<file path="config.mk">
export PLATFORM = sky130hd
export DESIGN_NAME = slot_allocator_with_waitlist_top
export DESIGN_NICKNAME = d
export VERILOG_FILES = /design/src/rtl/core/sawl_pkg.sv /design/src/rtl/core/sawl_front.sv /design/src/rtl/core/sawl_queue.sv /design/src/rtl/core/sawl_back.sv /design/src/rtl/core/slot_allocator_with_waitlist_top.sv
export SDC_FILE = /design/constraint.sdc
export NUM_CORES = 2
export LEC_CHECK = 0
export BUFFER_PORTS_ARGS = -buffer_cell sky130_fd_sc_hd__buf_2
export CORE_ASPECT_RATIO = 0.9
export CORE_MARGIN = 2
export CORE_UTILIZATION = 30
export DETAILED_ROUTE_END_ITERATION = 10
export GPL_TIMING_DRIVEN = 0
export PLACE_DENSITY = 0.51
export SKIP_LAST_GASP = 1
export SLEW_MARGIN = 20
export SYNTH_ARGS = -nofsm -noshare
export SYNTH_HDL_FRONTEND = slang
export SYNTH_SLANG_ARGS = --single-unit
</file>
<file path="constraint.sdc">
create_clock -name clk -period 9.2 [get_ports clk]
set_clock_uncertainty 0.05 [all_clocks]
set_input_delay 1.38 -clock clk [delete_from_list [all_inputs] [get_ports clk]]
set_output_delay 1.38 -clock clk [all_outputs]
set_load 0.02 [all_outputs]
</file>
<file path="src/rtl/core/sawl_pkg.sv">
// Shared types, widths and codes for the slot allocator with waitlist.
package sawl_pkg;

	// Field widths fixed by the item format
	localparam int MODE_W   = 2;
	localparam int ID_W     = 11;
	localparam int WEIGHT_W = 16;
	localparam int SIDX_W   = 4;
	localparam int PRICE_W  = 16;
	localparam int CHARGE_W = 32;
	localparam int TOTAL_W  = 48;
	localparam int CFG_W    = 5;
	localparam int ENTRY_W  = WEIGHT_W + ID_W;

	// Defaults for the top-level parameters
	localparam int SLOT_COUNT_DEF = 16;
	localparam int WAIT_DEPTH_DEF = 16;

	// slots_in_use after reset
	localparam logic [CFG_W-1:0] SLOTS_IN_USE_RST = CFG_W'(16);

	// Command queue between front and back
	localparam int QUEUE_DEPTH = 2;
	localparam int QPTR_W      = $clog2(QUEUE_DEPTH);
	localparam int QCNT_W      = $clog2(QUEUE_DEPTH + 1);

	// Input mode codes
	typedef enum logic [MODE_W-1:0] {
		MODE_LOAD   = 2'd0,
		MODE_ARRIVE = 2'd1,
		MODE_DEPART = 2'd2
	} mode_t;

	// Classified operation handed to the back end
	typedef enum logic [2:0] {
		OP_NOP,
		OP_LOAD,
		OP_ARRIVE,
		OP_DEPART,
		OP_MISS
	} op_t;

	// Result status codes
	typedef enum logic [1:0] {
		STAT_OK        = 2'd0,
		STAT_NOT_FOUND = 2'd1,
		STAT_WAIT_FULL = 2'd2
	} status_t;

	// Back-end sequencer states
	typedef enum logic [2:0] {
		BS_IDLE,
		BS_SCAN,
		BS_PICK,
		BS_WAITRD,
		BS_MUL,
		BS_ACC
	} bstate_t;

	typedef struct packed {
		op_t                 op;
		logic [ID_W-1:0]     id;
		logic [WEIGHT_W-1:0] weight;
		logic [SIDX_W-1:0]   slot_index;
		logic [PRICE_W-1:0]  price;
	} cmd_t;

	typedef struct packed {
		logic                granted;
		logic [SIDX_W-1:0]   granted_slot;
		logic [ID_W-1:0]     granted_id;
		logic [CHARGE_W-1:0] charge;
		logic [TOTAL_W-1:0]  total;
		logic                queued;
		status_t             status;
	} result_t;

	// Queue handshake between the front end and the command queue
	typedef struct packed {
		logic push;
		cmd_t cmd;
	} qwr_t;

endpackage

</file>
<file path="src/rtl/core/sawl_front.sv">
// Front end: accepts input items and classifies them into back-end commands.
module sawl_front #(
	parameter int SLOT_COUNT = sawl_pkg::SLOT_COUNT_DEF
) (
	input  logic                          in_valid,
	output logic                          in_stall,
	input  logic [sawl_pkg::MODE_W-1:0]   mode,
	input  logic [sawl_pkg::ID_W-1:0]     requester_id,
	input  logic [sawl_pkg::WEIGHT_W-1:0] requester_weight,
	input  logic [sawl_pkg::SIDX_W-1:0]   slot_index,
	input  logic [sawl_pkg::PRICE_W-1:0]  slot_price,
	input  logic                          q_full,
	output sawl_pkg::qwr_t                q_wr
);
	import sawl_pkg::*;

	logic id_zero;

	assign id_zero  = (requester_id == '0);
	assign in_stall = q_full;

	// Decode mode and screen out items that change nothing
	always_comb begin
		q_wr.push           = in_valid && !q_full;
		q_wr.cmd.id         = requester_id;
		q_wr.cmd.weight     = requester_weight;
		q_wr.cmd.slot_index = slot_index;
		q_wr.cmd.price      = slot_price;
		unique case (mode_t'(mode))
			MODE_LOAD: begin
				q_wr.cmd.op = (int'(slot_index) < SLOT_COUNT) ? OP_LOAD : OP_NOP;
			end
			MODE_ARRIVE: begin
				q_wr.cmd.op = id_zero ? OP_NOP : OP_ARRIVE;
			end
			MODE_DEPART: begin
				// id zero never holds a slot
				q_wr.cmd.op = id_zero ? OP_MISS : OP_DEPART;
			end
			default: begin
				q_wr.cmd.op = OP_NOP;
			end
		endcase
	end

endmodule

</file>
<file path="src/rtl/core/sawl_queue.sv">
// Short command queue between the front end and the back end.
module sawl_queue (
	input  logic           clk,
	input  logic           arst_n,
	input  sawl_pkg::qwr_t q_wr,
	output logic           q_full,
	input  logic           pop,
	output logic           rd_valid,
	output sawl_pkg::cmd_t rd_cmd
);
	import sawl_pkg::*;

	cmd_t              entry_q [QUEUE_DEPTH];
	logic [QPTR_W-1:0] wr_ptr_q;
	logic [QPTR_W-1:0] rd_ptr_q;
	logic [QCNT_W-1:0] count_q;
	logic              do_push;
	logic              do_pop;

	assign q_full   = (count_q == QCNT_W'(QUEUE_DEPTH));
	assign rd_valid = (count_q != '0);
	assign rd_cmd   = entry_q[rd_ptr_q];
	assign do_push  = q_wr.push && !q_full;
	assign do_pop   = pop && rd_valid;

	// Pointers and fill
	always_ff @(posedge clk or negedge arst_n) begin
		if (!arst_n) begin
			wr_ptr_q <= '0;
			rd_ptr_q <= '0;
			count_q  <= '0;
		end else begin
			if (do_push) begin
				wr_ptr_q <= (wr_ptr_q == QPTR_W'(QUEUE_DEPTH - 1)) ? '0 : wr_ptr_q + QPTR_W'(1);
			end
			if (do_pop) begin
				rd_ptr_q <= (rd_ptr_q == QPTR_W'(QUEUE_DEPTH - 1)) ? '0 : rd_ptr_q + QPTR_W'(1);
			end
			if (do_push && !do_pop) begin
				count_q <= count_q + QCNT_W'(1);
			end else if (do_pop && !do_push) begin
				count_q <= count_q - QCNT_W'(1);
			end
		end
	end

	// Entry storage
	always_ff @(posedge clk) begin
		if (do_push) begin
			entry_q[wr_ptr_q] <= q_wr.cmd;
		end
	end

endmodule

</file>
<file path="src/rtl/core/sawl_back.sv">
// Back end: slot search, waitlist, price memory, charge and running total.
module sawl_back #(
	parameter int SLOT_COUNT = sawl_pkg::SLOT_COUNT_DEF,
	parameter int WAIT_DEPTH = sawl_pkg::WAIT_DEPTH_DEF
) (
	input  logic                       clk,
	input  logic                       arst_n,
	input  logic [sawl_pkg::CFG_W-1:0] slots_in_use,
	input  logic                       q_valid,
	input  sawl_pkg::cmd_t             q_cmd,
	output logic                       q_pop,
	output logic                       out_valid,
	input  logic                       out_stall,
	output sawl_pkg::result_t          out_res
);
	import sawl_pkg::*;

	localparam int SW = (SLOT_COUNT > 1) ? $clog2(SLOT_COUNT) : 1;
	localparam int PW = $clog2(WAIT_DEPTH);
	localparam int CW = $clog2(WAIT_DEPTH + 1);
	localparam logic [PW-1:0] PTR_LAST = PW'(WAIT_DEPTH - 1);
	localparam logic [CW-1:0] CNT_FULL = CW'(WAIT_DEPTH);

	bstate_t state_q, state_d;
	cmd_t    cmd_q;

	// Slot occupancy: one comparator per slot
	logic [ID_W-1:0]       occ_q [SLOT_COUNT];
	logic [SLOT_COUNT-1:0] free_vec_q;
	logic [SLOT_COUNT-1:0] hit_vec_q;
	logic [SLOT_COUNT-1:0] use_vec_q;

	// Memories
	logic [PRICE_W-1:0] price_mem [SLOT_COUNT];
	logic [ENTRY_W-1:0] wait_mem [WAIT_DEPTH];
	logic [PRICE_W-1:0] price_rd_q;
	logic [ENTRY_W-1:0] wait_rd_q;

	// Waitlist pointers
	logic [PW-1:0] head_q;
	logic [PW-1:0] tail_q;
	logic [CW-1:0] count_q;

	// Working registers
	logic [SW-1:0]       slot_q;
	logic [ID_W-1:0]     gid_q;
	logic [WEIGHT_W-1:0] weight_q;
	logic [CHARGE_W-1:0] product_q;
	logic [TOTAL_W-1:0]  total_q;
	result_t             res_q;
	logic                out_valid_q;

	// Combinational
	logic [SLOT_COUNT-1:0]    pick_vec;
	logic [SW-1:0]            pick_idx;
	logic                     pick_found;
	logic [SW+SIDX_W-1:0]     sidx_wide;
	logic [SW+SIDX_W-1:0]     slot_wide;
	logic [TOTAL_W:0]         sum;
	logic [TOTAL_W-1:0]       total_next;
	logic                     occ_we;
	logic [SW-1:0]            occ_waddr;
	logic [ID_W-1:0]          occ_wdata;
	logic                     price_we;
	logic                     price_re;
	logic                     wait_we;
	logic                     wait_re;
	logic                     res_ld;
	result_t                  res_d;

	assign out_valid = out_valid_q;
	assign out_res   = res_q;
	assign sidx_wide = {{SW{1'b0}}, cmd_q.slot_index};
	assign slot_wide = {{SIDX_W{1'b0}}, slot_q};

	// Saturating accumulate of the registered product
	assign sum        = {1'b0, total_q} + (TOTAL_W + 1)'(product_q);
	assign total_next = sum[TOTAL_W] ? '1 : sum[TOTAL_W-1:0];

	// Lowest set bit of the registered search vector
	always_comb begin
		pick_vec = (cmd_q.op == OP_ARRIVE) ? free_vec_q : hit_vec_q;
		pick_idx = '0;
		for (int i = SLOT_COUNT - 1; i >= 0; i--) begin
			if (pick_vec[i]) begin
				pick_idx = SW'(i);
			end
		end
		pick_found = |pick_vec;
	end

	// Sequencer: next state and strobes
	always_comb begin
		state_d      = state_q;
		q_pop        = 1'b0;
		occ_we       = 1'b0;
		occ_waddr    = pick_idx;
		occ_wdata    = '0;
		price_we     = 1'b0;
		price_re     = 1'b0;
		wait_we      = 1'b0;
		wait_re      = 1'b0;
		res_ld       = 1'b0;
		res_d        = '0;
		res_d.total  = total_q;
		res_d.status = STAT_OK;
		unique case (state_q)
			BS_IDLE: begin
				if (q_valid && (!out_valid_q || !out_stall)) begin
					q_pop   = 1'b1;
					state_d = BS_SCAN;
				end
			end
			BS_SCAN: begin
				state_d = BS_PICK;
			end
			BS_PICK: begin
				state_d = BS_IDLE;
				unique case (cmd_q.op)
					OP_LOAD: begin
						price_we = 1'b1;
						res_ld   = 1'b1;
					end
					OP_ARRIVE: begin
						if (pick_found) begin
							occ_we    = 1'b1;
							occ_wdata = cmd_q.id;
							price_re  = 1'b1;
							state_d   = BS_MUL;
						end else if (count_q == CNT_FULL) begin
							res_ld       = 1'b1;
							res_d.status = STAT_WAIT_FULL;
						end else begin
							wait_we      = 1'b1;
							res_ld       = 1'b1;
							res_d.queued = 1'b1;
						end
					end
					OP_DEPART: begin
						if (!pick_found) begin
							res_ld       = 1'b1;
							res_d.status = STAT_NOT_FOUND;
						end else begin
							occ_we = 1'b1;
							// hand the freed slot to the waitlist head if it is usable
							if ((count_q != '0) && use_vec_q[pick_idx]) begin
								price_re = 1'b1;
								wait_re  = 1'b1;
								state_d  = BS_WAITRD;
							end else begin
								res_ld = 1'b1;
							end
						end
					end
					OP_MISS: begin
						res_ld       = 1'b1;
						res_d.status = STAT_NOT_FOUND;
					end
					default: begin
						res_ld = 1'b1;
					end
				endcase
			end
			BS_WAITRD: begin
				occ_we    = 1'b1;
				occ_waddr = slot_q;
				occ_wdata = wait_rd_q[ID_W-1:0];
				state_d   = BS_MUL;
			end
			BS_MUL: begin
				state_d = BS_ACC;
			end
			BS_ACC: begin
				res_ld             = 1'b1;
				res_d.granted      = 1'b1;
				res_d.granted_slot = slot_wide[SIDX_W-1:0];
				res_d.granted_id   = gid_q;
				res_d.charge       = product_q;
				res_d.total        = total_next;
				state_d            = BS_IDLE;
			end
			default: begin
				state_d = BS_IDLE;
			end
		endcase
	end

	// Control state
	always_ff @(posedge clk or negedge arst_n) begin
		if (!arst_n) begin
			state_q     <= BS_IDLE;
			head_q      <= '0;
			tail_q      <= '0;
			count_q     <= '0;
			total_q     <= '0;
			out_valid_q <= 1'b0;
			for (int i = 0; i < SLOT_COUNT; i++) begin
				occ_q[i] <= '0;
			end
		end else begin
			state_q <= state_d;
			if (occ_we) begin
				occ_q[occ_waddr] <= occ_wdata;
			end
			if (wait_we) begin
				tail_q  <= (tail_q == PTR_LAST) ? '0 : tail_q + PW'(1);
				count_q <= count_q + CW'(1);
			end else if (wait_re) begin
				head_q  <= (head_q == PTR_LAST) ? '0 : head_q + PW'(1);
				count_q <= count_q - CW'(1);
			end
			if (state_q == BS_ACC) begin
				total_q <= total_next;
			end
			if (res_ld) begin
				out_valid_q <= 1'b1;
			end else if (!out_stall) begin
				out_valid_q <= 1'b0;
			end
		end
	end

	// Datapath registers
	always_ff @(posedge clk) begin
		if (q_pop) begin
			cmd_q    <= q_cmd;
			weight_q <= q_cmd.weight;
		end
		if (state_q == BS_SCAN) begin
			for (int i = 0; i < SLOT_COUNT; i++) begin
				free_vec_q[i] <= (occ_q[i] == '0) && (i < int'(slots_in_use));
				hit_vec_q[i]  <= (occ_q[i] == cmd_q.id);
				use_vec_q[i]  <= (i < int'(slots_in_use));
			end
		end
		if (state_q == BS_PICK) begin
			slot_q <= pick_idx;
			gid_q  <= cmd_q.id;
		end
		if (state_q == BS_WAITRD) begin
			gid_q    <= wait_rd_q[ID_W-1:0];
			weight_q <= wait_rd_q[ENTRY_W-1:ID_W];
		end
		if (state_q == BS_MUL) begin
			product_q <= CHARGE_W'(price_rd_q) * CHARGE_W'(weight_q);
		end
		if (res_ld) begin
			res_q <= res_d;
		end
	end

	// Price memory
	always_ff @(posedge clk) begin
		if (price_we) begin
			price_mem[sidx_wide[SW-1:0]] <= cmd_q.price;
		end
		if (price_re) begin
			price_rd_q <= price_mem[pick_idx];
		end
	end

	// Waitlist memory
	always_ff @(posedge clk) begin
		if (wait_we) begin
			wait_mem[tail_q] <= {cmd_q.weight, cmd_q.id};
		end
		if (wait_re) begin
			wait_rd_q <= wait_mem[head_q];
		end
	end

endmodule

</file>
<file path="src/rtl/core/slot_allocator_with_waitlist_top.sv">
// Top level of the slot allocator with waitlist.
// Each item yields exactly one result. The front end takes an item whenever
// its two-entry command queue has room, so input and output stall on their
// own. The back end runs one item at a time through a sequencer. A price
// load, an ignored item, a queued or dropped arrival, a failed departure or
// a departure that serves nobody has its result registered in PICK, after
// SCAN; a granted arrival goes on through MUL and ACC (slot search, price
// read, 16x16 multiply, saturating 48-bit add); a departure that hands its
// slot to the waitlist head passes WAITRD first for the waitlist memory
// read. The next item starts in the back end once the previous result has
// been taken or is being taken. slots_in_use is to be written only while
// the block is idle, a rule for the user that the block does not enforce;
// a value of zero or above SLOT_COUNT limits allocation accordingly.
module slot_allocator_with_waitlist_top #(
	parameter int SLOT_COUNT = sawl_pkg::SLOT_COUNT_DEF,
	parameter int WAIT_DEPTH = sawl_pkg::WAIT_DEPTH_DEF
) (
	input  logic                          clk,
	input  logic                          arst_n,
	input  logic                          cfg_wr_en,
	input  logic [sawl_pkg::CFG_W-1:0]    cfg_wr_data,
	input  logic                          in_valid,
	output logic                          in_stall,
	input  logic [sawl_pkg::MODE_W-1:0]   mode,
	input  logic [sawl_pkg::ID_W-1:0]     requester_id,
	input  logic [sawl_pkg::WEIGHT_W-1:0] requester_weight,
	input  logic [sawl_pkg::SIDX_W-1:0]   slot_index,
	input  logic [sawl_pkg::PRICE_W-1:0]  slot_price,
	output logic                          out_valid,
	input  logic                          out_stall,
	output logic                          granted,
	output logic [sawl_pkg::SIDX_W-1:0]   granted_slot,
	output logic [sawl_pkg::ID_W-1:0]     granted_id,
	output logic [sawl_pkg::CHARGE_W-1:0] charge,
	output logic [sawl_pkg::TOTAL_W-1:0]  total,
	output logic                          queued,
	output logic [1:0]                    status
);
	import sawl_pkg::*;

	logic [CFG_W-1:0] slots_in_use_q;
	qwr_t             q_wr;
	logic             q_full;
	logic             q_pop;
	logic             q_valid;
	cmd_t             q_cmd;
	result_t          res;

	// Configuration register
	always_ff @(posedge clk or negedge arst_n) begin
		if (!arst_n) begin
			slots_in_use_q <= SLOTS_IN_USE_RST;
		end else if (cfg_wr_en) begin
			slots_in_use_q <= cfg_wr_data;
		end
	end

	sawl_front #(
		.SLOT_COUNT(SLOT_COUNT)
	) u_front (
		.in_valid        (in_valid),
		.in_stall        (in_stall),
		.mode            (mode),
		.requester_id    (requester_id),
		.requester_weight(requester_weight),
		.slot_index      (slot_index),
		.slot_price      (slot_price),
		.q_full          (q_full),
		.q_wr            (q_wr)
	);

	sawl_queue u_queue (
		.clk     (clk),
		.arst_n  (arst_n),
		.q_wr    (q_wr),
		.q_full  (q_full),
		.pop     (q_pop),
		.rd_valid(q_valid),
		.rd_cmd  (q_cmd)
	);

	sawl_back #(
		.SLOT_COUNT(SLOT_COUNT),
		.WAIT_DEPTH(WAIT_DEPTH)
	) u_back (
		.clk         (clk),
		.arst_n      (arst_n),
		.slots_in_use(slots_in_use_q),
		.q_valid     (q_valid),
		.q_cmd       (q_cmd),
		.q_pop       (q_pop),
		.out_valid   (out_valid),
		.out_stall   (out_stall),
		.out_res     (res)
	);

	// Result fields
	assign granted      = res.granted;
	assign granted_slot = res.granted_slot;
	assign granted_id   = res.granted_id;
	assign charge       = res.charge;
	assign total        = res.total;
	assign queued       = res.queued;
	assign status       = res.status;

endmodule

</file>
# Word level (Yosys, flattened, before mapping)
# Memory sizes are Yosys's and may differ from the RTL's. A register that Yosys moved wholly into a read port is not among the register bits.
# Index checks and enable logic that the tools add are counted.
[word_totals]
mem_bits_rw = 788
wordCells = 256
memories = 3
register_bits = 510
out_inout_bits = 101
[mem_list]
columns = ["name", "words", "width", "read_ports", "rd_ports_with_merged_regs", "wr", "line_no", "text"]
rows = [
  ["u_back.wait_mem", 16, 27, 1, 1, 1, "sawl_back.sv:35", "logic [ENTRY_W-1:0] wait_mem [WAIT_DEPTH];"],
  ["u_back.price_mem", 16, 16, 1, 1, 1, "sawl_back.sv:34", "logic [PRICE_W-1:0] price_mem [SLOT_COUNT];"],
  ["u_queue.entry_q", 2, 50, 1, 0, 1, "sawl_queue.sv:13", "cmd_t entry_q [QUEUE_DEPTH];"],
]
[classes]
mux = 83
n_bitwise = 4
eq_ne = 33
add_sub_neg = 9
n_mul = 1
order_cmp = 19
n_reduce_logical = 59
[ops]
columns = ["operator", "count"]
rows = [
  ["$logic_not A11 Y1", 17],
  ["$bwmux W176", 1],
  ["$eq A11 B11 Y1", 16],
  ["$mux W96", 1],
  ["$mux W4", 19],
  ["$mux W11", 5],
  ["$add A48 B32 Y49", 1],
  ["$mux W16", 3],
  ["$mux W48", 1],
  ["$demux W11 S4", 1],
  ["$lt A4 B5 Y1 const A", 8],
  ["$mul A16 B16 Y32", 1],
  ["$mux W1", 30],
  ["$logic_and A1 B1 Y1", 24],
  ["$pmux W11 S2", 1],
  ["$lt A3 B5 Y1 const A", 4],
  ["$reduce_or A18 Y1", 1],
  ["$reduce_or A16 Y1", 1],
  ["$pmux W3 S5", 1],
  ["$eq A3 B2 Y1 const B", 4],
  ["$mux W2", 6],
  ["$mux W3", 4],
  ["$lt A1 B5 Y1 const A", 2],
  ["$lt A2 B5 Y1 const A", 2],
  ["other kinds (32)", 54],
]

# Longest topological paths before layout
[logic_depth]
word_depth = 27
depth_mapped = 25
ltp_nobuf = 24

# Hierarchy
# Synthesis repeated with hierarchy kept, for this count alone.
[unflattened]
cells_unflattened = 4641
hier_area_um2 = 63358.3
[modules_own_cells]
columns = ["module", "cells_per_inst", "n_inst", "area_per_inst_um2"]
rows = [
  ["sawl_back", 4399, 1, 58678.8],
  ["sawl_queue", 175, 1, 4061.4],
  ["sawl_front", 57, 1, 435.4],
  ["slot_allocator_with_waitlist_top", 10, 1, 182.7],
]

# Least setup slack after synthesis
# No wires, ideal clock.
[synth_path]
path_type = "input to register"
from = "input port out_stall"
to = "register u_back.weight_q[0], enable pin"
required_time_ns = 8.775
setup_slack_ns = 1.054
setup_time_ns = 0.375
cell_stages = 4
arrival_time_ns = 7.721
n_path_buf = 0
cell_sequence = "and2_0 nor4_1 inv_1 nand2_1"
[synth_between]
elab_chain_cells = 6
[synth_rtl]
columns = ["item", "line_no", "text"]
rows = [
  ["start: declaration", "slot_allocator_with_waitlist_top.sv:30", "input logic out_stall,"],
  ["$logic_not A1 Y1", "sawl_back.sv:109", "if (q_valid && (!out_valid_q || !out_stall)) begin"],
  ["$logic_or A1 B1 Y1", "sawl_back.sv:109", ""],
  ["$logic_and A1 B1 Y1", "sawl_back.sv:109", ""],
  ["$mux W1", "sawl_back.sv:109", ""],
  ["$mux W1", "sawl_back.sv:107", "unique case (state_q)"],
  ["net q_pop", "slot_allocator_with_waitlist_top.sv:44", "logic q_pop;"],
  ["$reduce_bool A2 Y1 (no source line)", "--", ""],
  ["end signal: assignment", "sawl_back.sv:227", "weight_q <= q_cmd.weight;"],
  ["end signal: assignment", "sawl_back.sv:242", "weight_q <= wait_rd_q[ENTRY_W-1:ID_W];"],
  ["end: declaration", "sawl_back.sv:47", "logic [WEIGHT_W-1:0] weight_q;"],
]
# The timed path passes the listed nets, and every way through them passes these cells.
# A chain may end at the register's enable or synchronous reset.

# Final worst setup path
[layout_path]
from = "register u_back.price_rd_q[12], read port of u_back.price_mem"
to = "register u_back.product_q[31], data pin"
[layout_between]
elab_chain_cells = 1
[layout_rtl]
columns = ["item", "line_no", "text"]
rows = [
  ["start: declaration", "sawl_back.sv:36", "logic [PRICE_W-1:0] price_rd_q;"],
  ["$mul A16 B16 Y32", "sawl_back.sv:245", "product_q <= CHARGE_W'(price_rd_q) * CHARGE_W'(weight_q);"],
  ["end signal: assignment", "sawl_back.sv:245", ""],
  ["end: declaration", "sawl_back.sv:48", "logic [CHARGE_W-1:0] product_q;"],
]
# Every way passes these cells.

==> flow_metrics.tcl <==
set metrics [dict create \
    outcome "complete, no violations" \
    most-common-layout-cells "1091 x edfxtp_1, 490 x nand2_1, 282 x inv_1" \
    port_buffers 159 \
    post-cts-setup-buffer-count 0 \
    dieArea_um2 214000 \
    synth.largest_area_cell "edfxtp_1" \
    start_util 0.302 \
    layout.nets 5454 \
    wl_mm 179 \
    clk_latency_ps 820 \
    relSlewSlack 0.159 \
    async_flop_share 0.186 \
    hp-class "primary input to async pin" \
    yosysTopAreaCellShare 0.520 \
    layout_commonest_cell "edfxtp_1" \
    vias 38808 \
    dr.first_iter.drc_count 3856 \
    finalHoldViolCount 0 \
    grt_max_degree 85 \
    worst_slack_ps 1500 \
    period_share 0.837 \
    r2r_end "u_back.product_q[31]" \
    netlist_instances 4680 \
    crit_start "u_back.price_rd_q[12]" \
    nFillCells 20184 \
    grt_usage 0.166 \
    setup.worst_path.end_class "flip-flop" \
    syn_area_um2 63000 \
    avgSynthCellArea_um2 13.5 \
    synth_ff_type "edfxtp_1" \
    antenna_found_initial 17 \
    fin_util 0.351 \
    slew_viol_final 0 \
    worstPathArrival_ps 8180 \
    h-tree-depth 4 \
    drcViolationCount 0 \
    overflow 0 \
    crit_type "flip-flop to flip-flop" \
    synth.net_count 5080 \
    maxCapViolCount 0 \
    setup_viol 0 \
    final_antenna_net_count 0 \
    io_pins 160 \
    clk_pin_slew_worst_paths_ps 60 \
    synth_seq_cells 1341 \
    ctsHoldBuffers 0 \
    yosysSeqAreaShare 0.619 \
    synth_area_leaders "edfxtp_1 52%, dfrtp_1 9.9%, fa_1 6.2%" \
    r2r-start "u_back.price_rd_q[12]" \
    cts_buffer_depth 3 \
    whs_ps 393 \
    cts_tree "done" \
    register_area_um2 39000 \
    rsz0062_at_grt "false" \
    post-place-ws_ps 1470 \
    coreArea_um2 209000 \
    worstPathRequired_ps 9680 \
    wl_per_cell_um 22.6 \
    dp_hpwl_mm 129 \
    die_h_um 439 \
    synth-edff-count 1091 \
    yosysWarnings 0 \
    firstDrtPassIters 5 \
    cts_buffers 148 \
    fmax_ghz 0.130 \
    synth_cell_types 83 \
    area_growth_pct 16.3 \
    clock-root-buffer "clkbuf_16" \
    r2r_cells 24 \
    r2r_slack_ps 1500 \
    grt_pass1_wl_mm 263 \
    tightestPinTransition_ps 1260 \
    viasPerCell 4.90 \
    clock_sinks 1341 \
    multiInputGateArea_um2 22200 \
    crit_fanout 10 \
    rows 159 \
    grt_pass1_vias 38591 \
    die-width_um 487 \
    drive_above_1_share 0.135 \
    cp-endpoint "u_back.product_q[31]" \
    gp_congestion 0.890 \
    cp-start-kind "flip-flop" \
    period_needed_ps 7700 \
    cts_resized 0 \
]
[area by class of cell]
type                    instances  area share
repair buffers                224      0.0251
diodes                          8    0.000273
clock buffers                 194      0.0537
well taps                    2737      0.0467
multi-input cells            2830       0.303
inverters                     286      0.0147
plain buffers                 223      0.0127
flip-flops and latches       1341       0.532
clock inverters                77      0.0120
[through the flow]
| step | cell area (µm²) | std cells | TNS, ps |
|---|---|---|---|
| floorplan | 63000 | 4680 | 0 |
| global placement | 67300 | 7576 | -407560 |
| detailed placement | 68500 | 7641 | 0 |
| CTS | 73300 | 7912 | 0 |
| global route | 73300 | 7912 | 0 |
| finish | 73300 | 7920 | 0 |
[cell families (layout without fill, tap and decap cells)]
| family | after synthesis | in the layout | share of synthesized area |
|---|---|---|---|
| buf+inv | 509 | 1004 | 0.0314 |
| fa+ha+maj | 341 | 341 | 0.0910 |
| flops | 1341 | 1341 | 0.619 |
| compound gates | 665 | 665 | 0.0651 |
| mux | 329 | 329 | 0.0681 |
| simple gates | 1252 | 1252 | 0.0916 |
| xor+xnor | 243 | 243 | 0.0338 |
| other cells | 0 | 8 | 0 |
[registers in the layout (all words and copies together), names as in the netlist, 2 cells and up]
name / flops
u_back.wait_mem: 432
u_back.price_mem: 256
u_back.occ_q: 176
u_queue.entry_q: 100
u_back.out_res: 99
u_back.cmd_q: 50
u_back.total_q: 48
u_back.product_q: 32
u_back.wait_rd_q: 27
u_back.free_vec_q: 16
u_back.hit_vec_q: 16
u_back.price_rd_q: 16
u_back.use_vec_q: 16
u_back.weight_q: 16
u_back.gid_q: 11
slots_in_use_q: 5
u_back.count_q: 5
u_back.head_q: 4
u_back.slot_q: 4
u_back.tail_q: 4
u_back.state_q: 3
u_queue.count_q: 2
[layer usage]
metal	share of wire	up-vias	GRT usage
met1	0.47	19712	0.241
met3	0.062	286	0.0284
met5	0.00033	-	0
li1	-	17564	-
met2	0.44	1236	0.252
met4	0.030	10	0.0524
[critical path, cell delays in order, from the launching register on]
cell	delay, ps
edfxtp_1	700
clkbuf_1	600
nand2_1	150
fa_1	500
inv_1	50
fa_1	520
inv_1	50
fa_1	490
inv_1	50
fa_1	530
inv_1	50
fa_1	480
fa_1	520
inv_1	50
ha_1	370
a21o_1	220
a21o_1	200
a21oi_1	190
nand2_1	100
o211ai_1	420
a2111oi_0	260
nor4_1	410
o21ai_0	190
a21oi_1	190
xnor2_1	70
[synthesized netlist by cell type (5+ instances only)]
cell / count
edfxtp_1: 1091
nand2_1: 490
nor2_1: 295
inv_1: 283
dfrtp_1: 249
xnor2_1: 215
o21ai_0: 204
fa_1: 196
clkbuf_1: 181
a21oi_1: 179
mux2i_1: 164
and2_1: 163
ha_1: 145
mux2_2: 88
nand3_1: 80
mux4_2: 70
nor4_1: 65
a31oi_1: 42
nand4_1: 39
a22oi_1: 38
o211ai_1: 38
a21o_1: 35
nor3_1: 35
a221oi_1: 29
xor2_1: 28
and3_1: 27
buf_1: 23
a21boi_1: 16
nand2b_1: 16
o21a_1: 15
buf_2: 12
o21bai_1: 11
a211oi_1: 8
o31ai_1: 8
and4_1: 7
nor2b_1: 7
or3_1: 7
buf_6: 6
mux2_1: 5
or2_2: 5
[worst min-delay path by stage]
stage,depth (start not counted),endpoint,startpoint
6_report,1,u_back.occ_q[78],arst_n
5_1_grt,1,u_back.occ_q[89],arst_n
4_1_cts,1,u_back.occ_q[78],arst_n
3_5_place_dp,1,u_queue.count_q[1],u_queue.count_q[1]
3_3_place_gp,1,u_queue.wr_ptr_q,u_queue.wr_ptr_q
2_1_floorplan,1,u_queue.wr_ptr_q,u_queue.wr_ptr_q
Power is left out: the tool's default activity adds up to more than one toggle a clock period on the data nets, which glitch-free logic cannot reach.
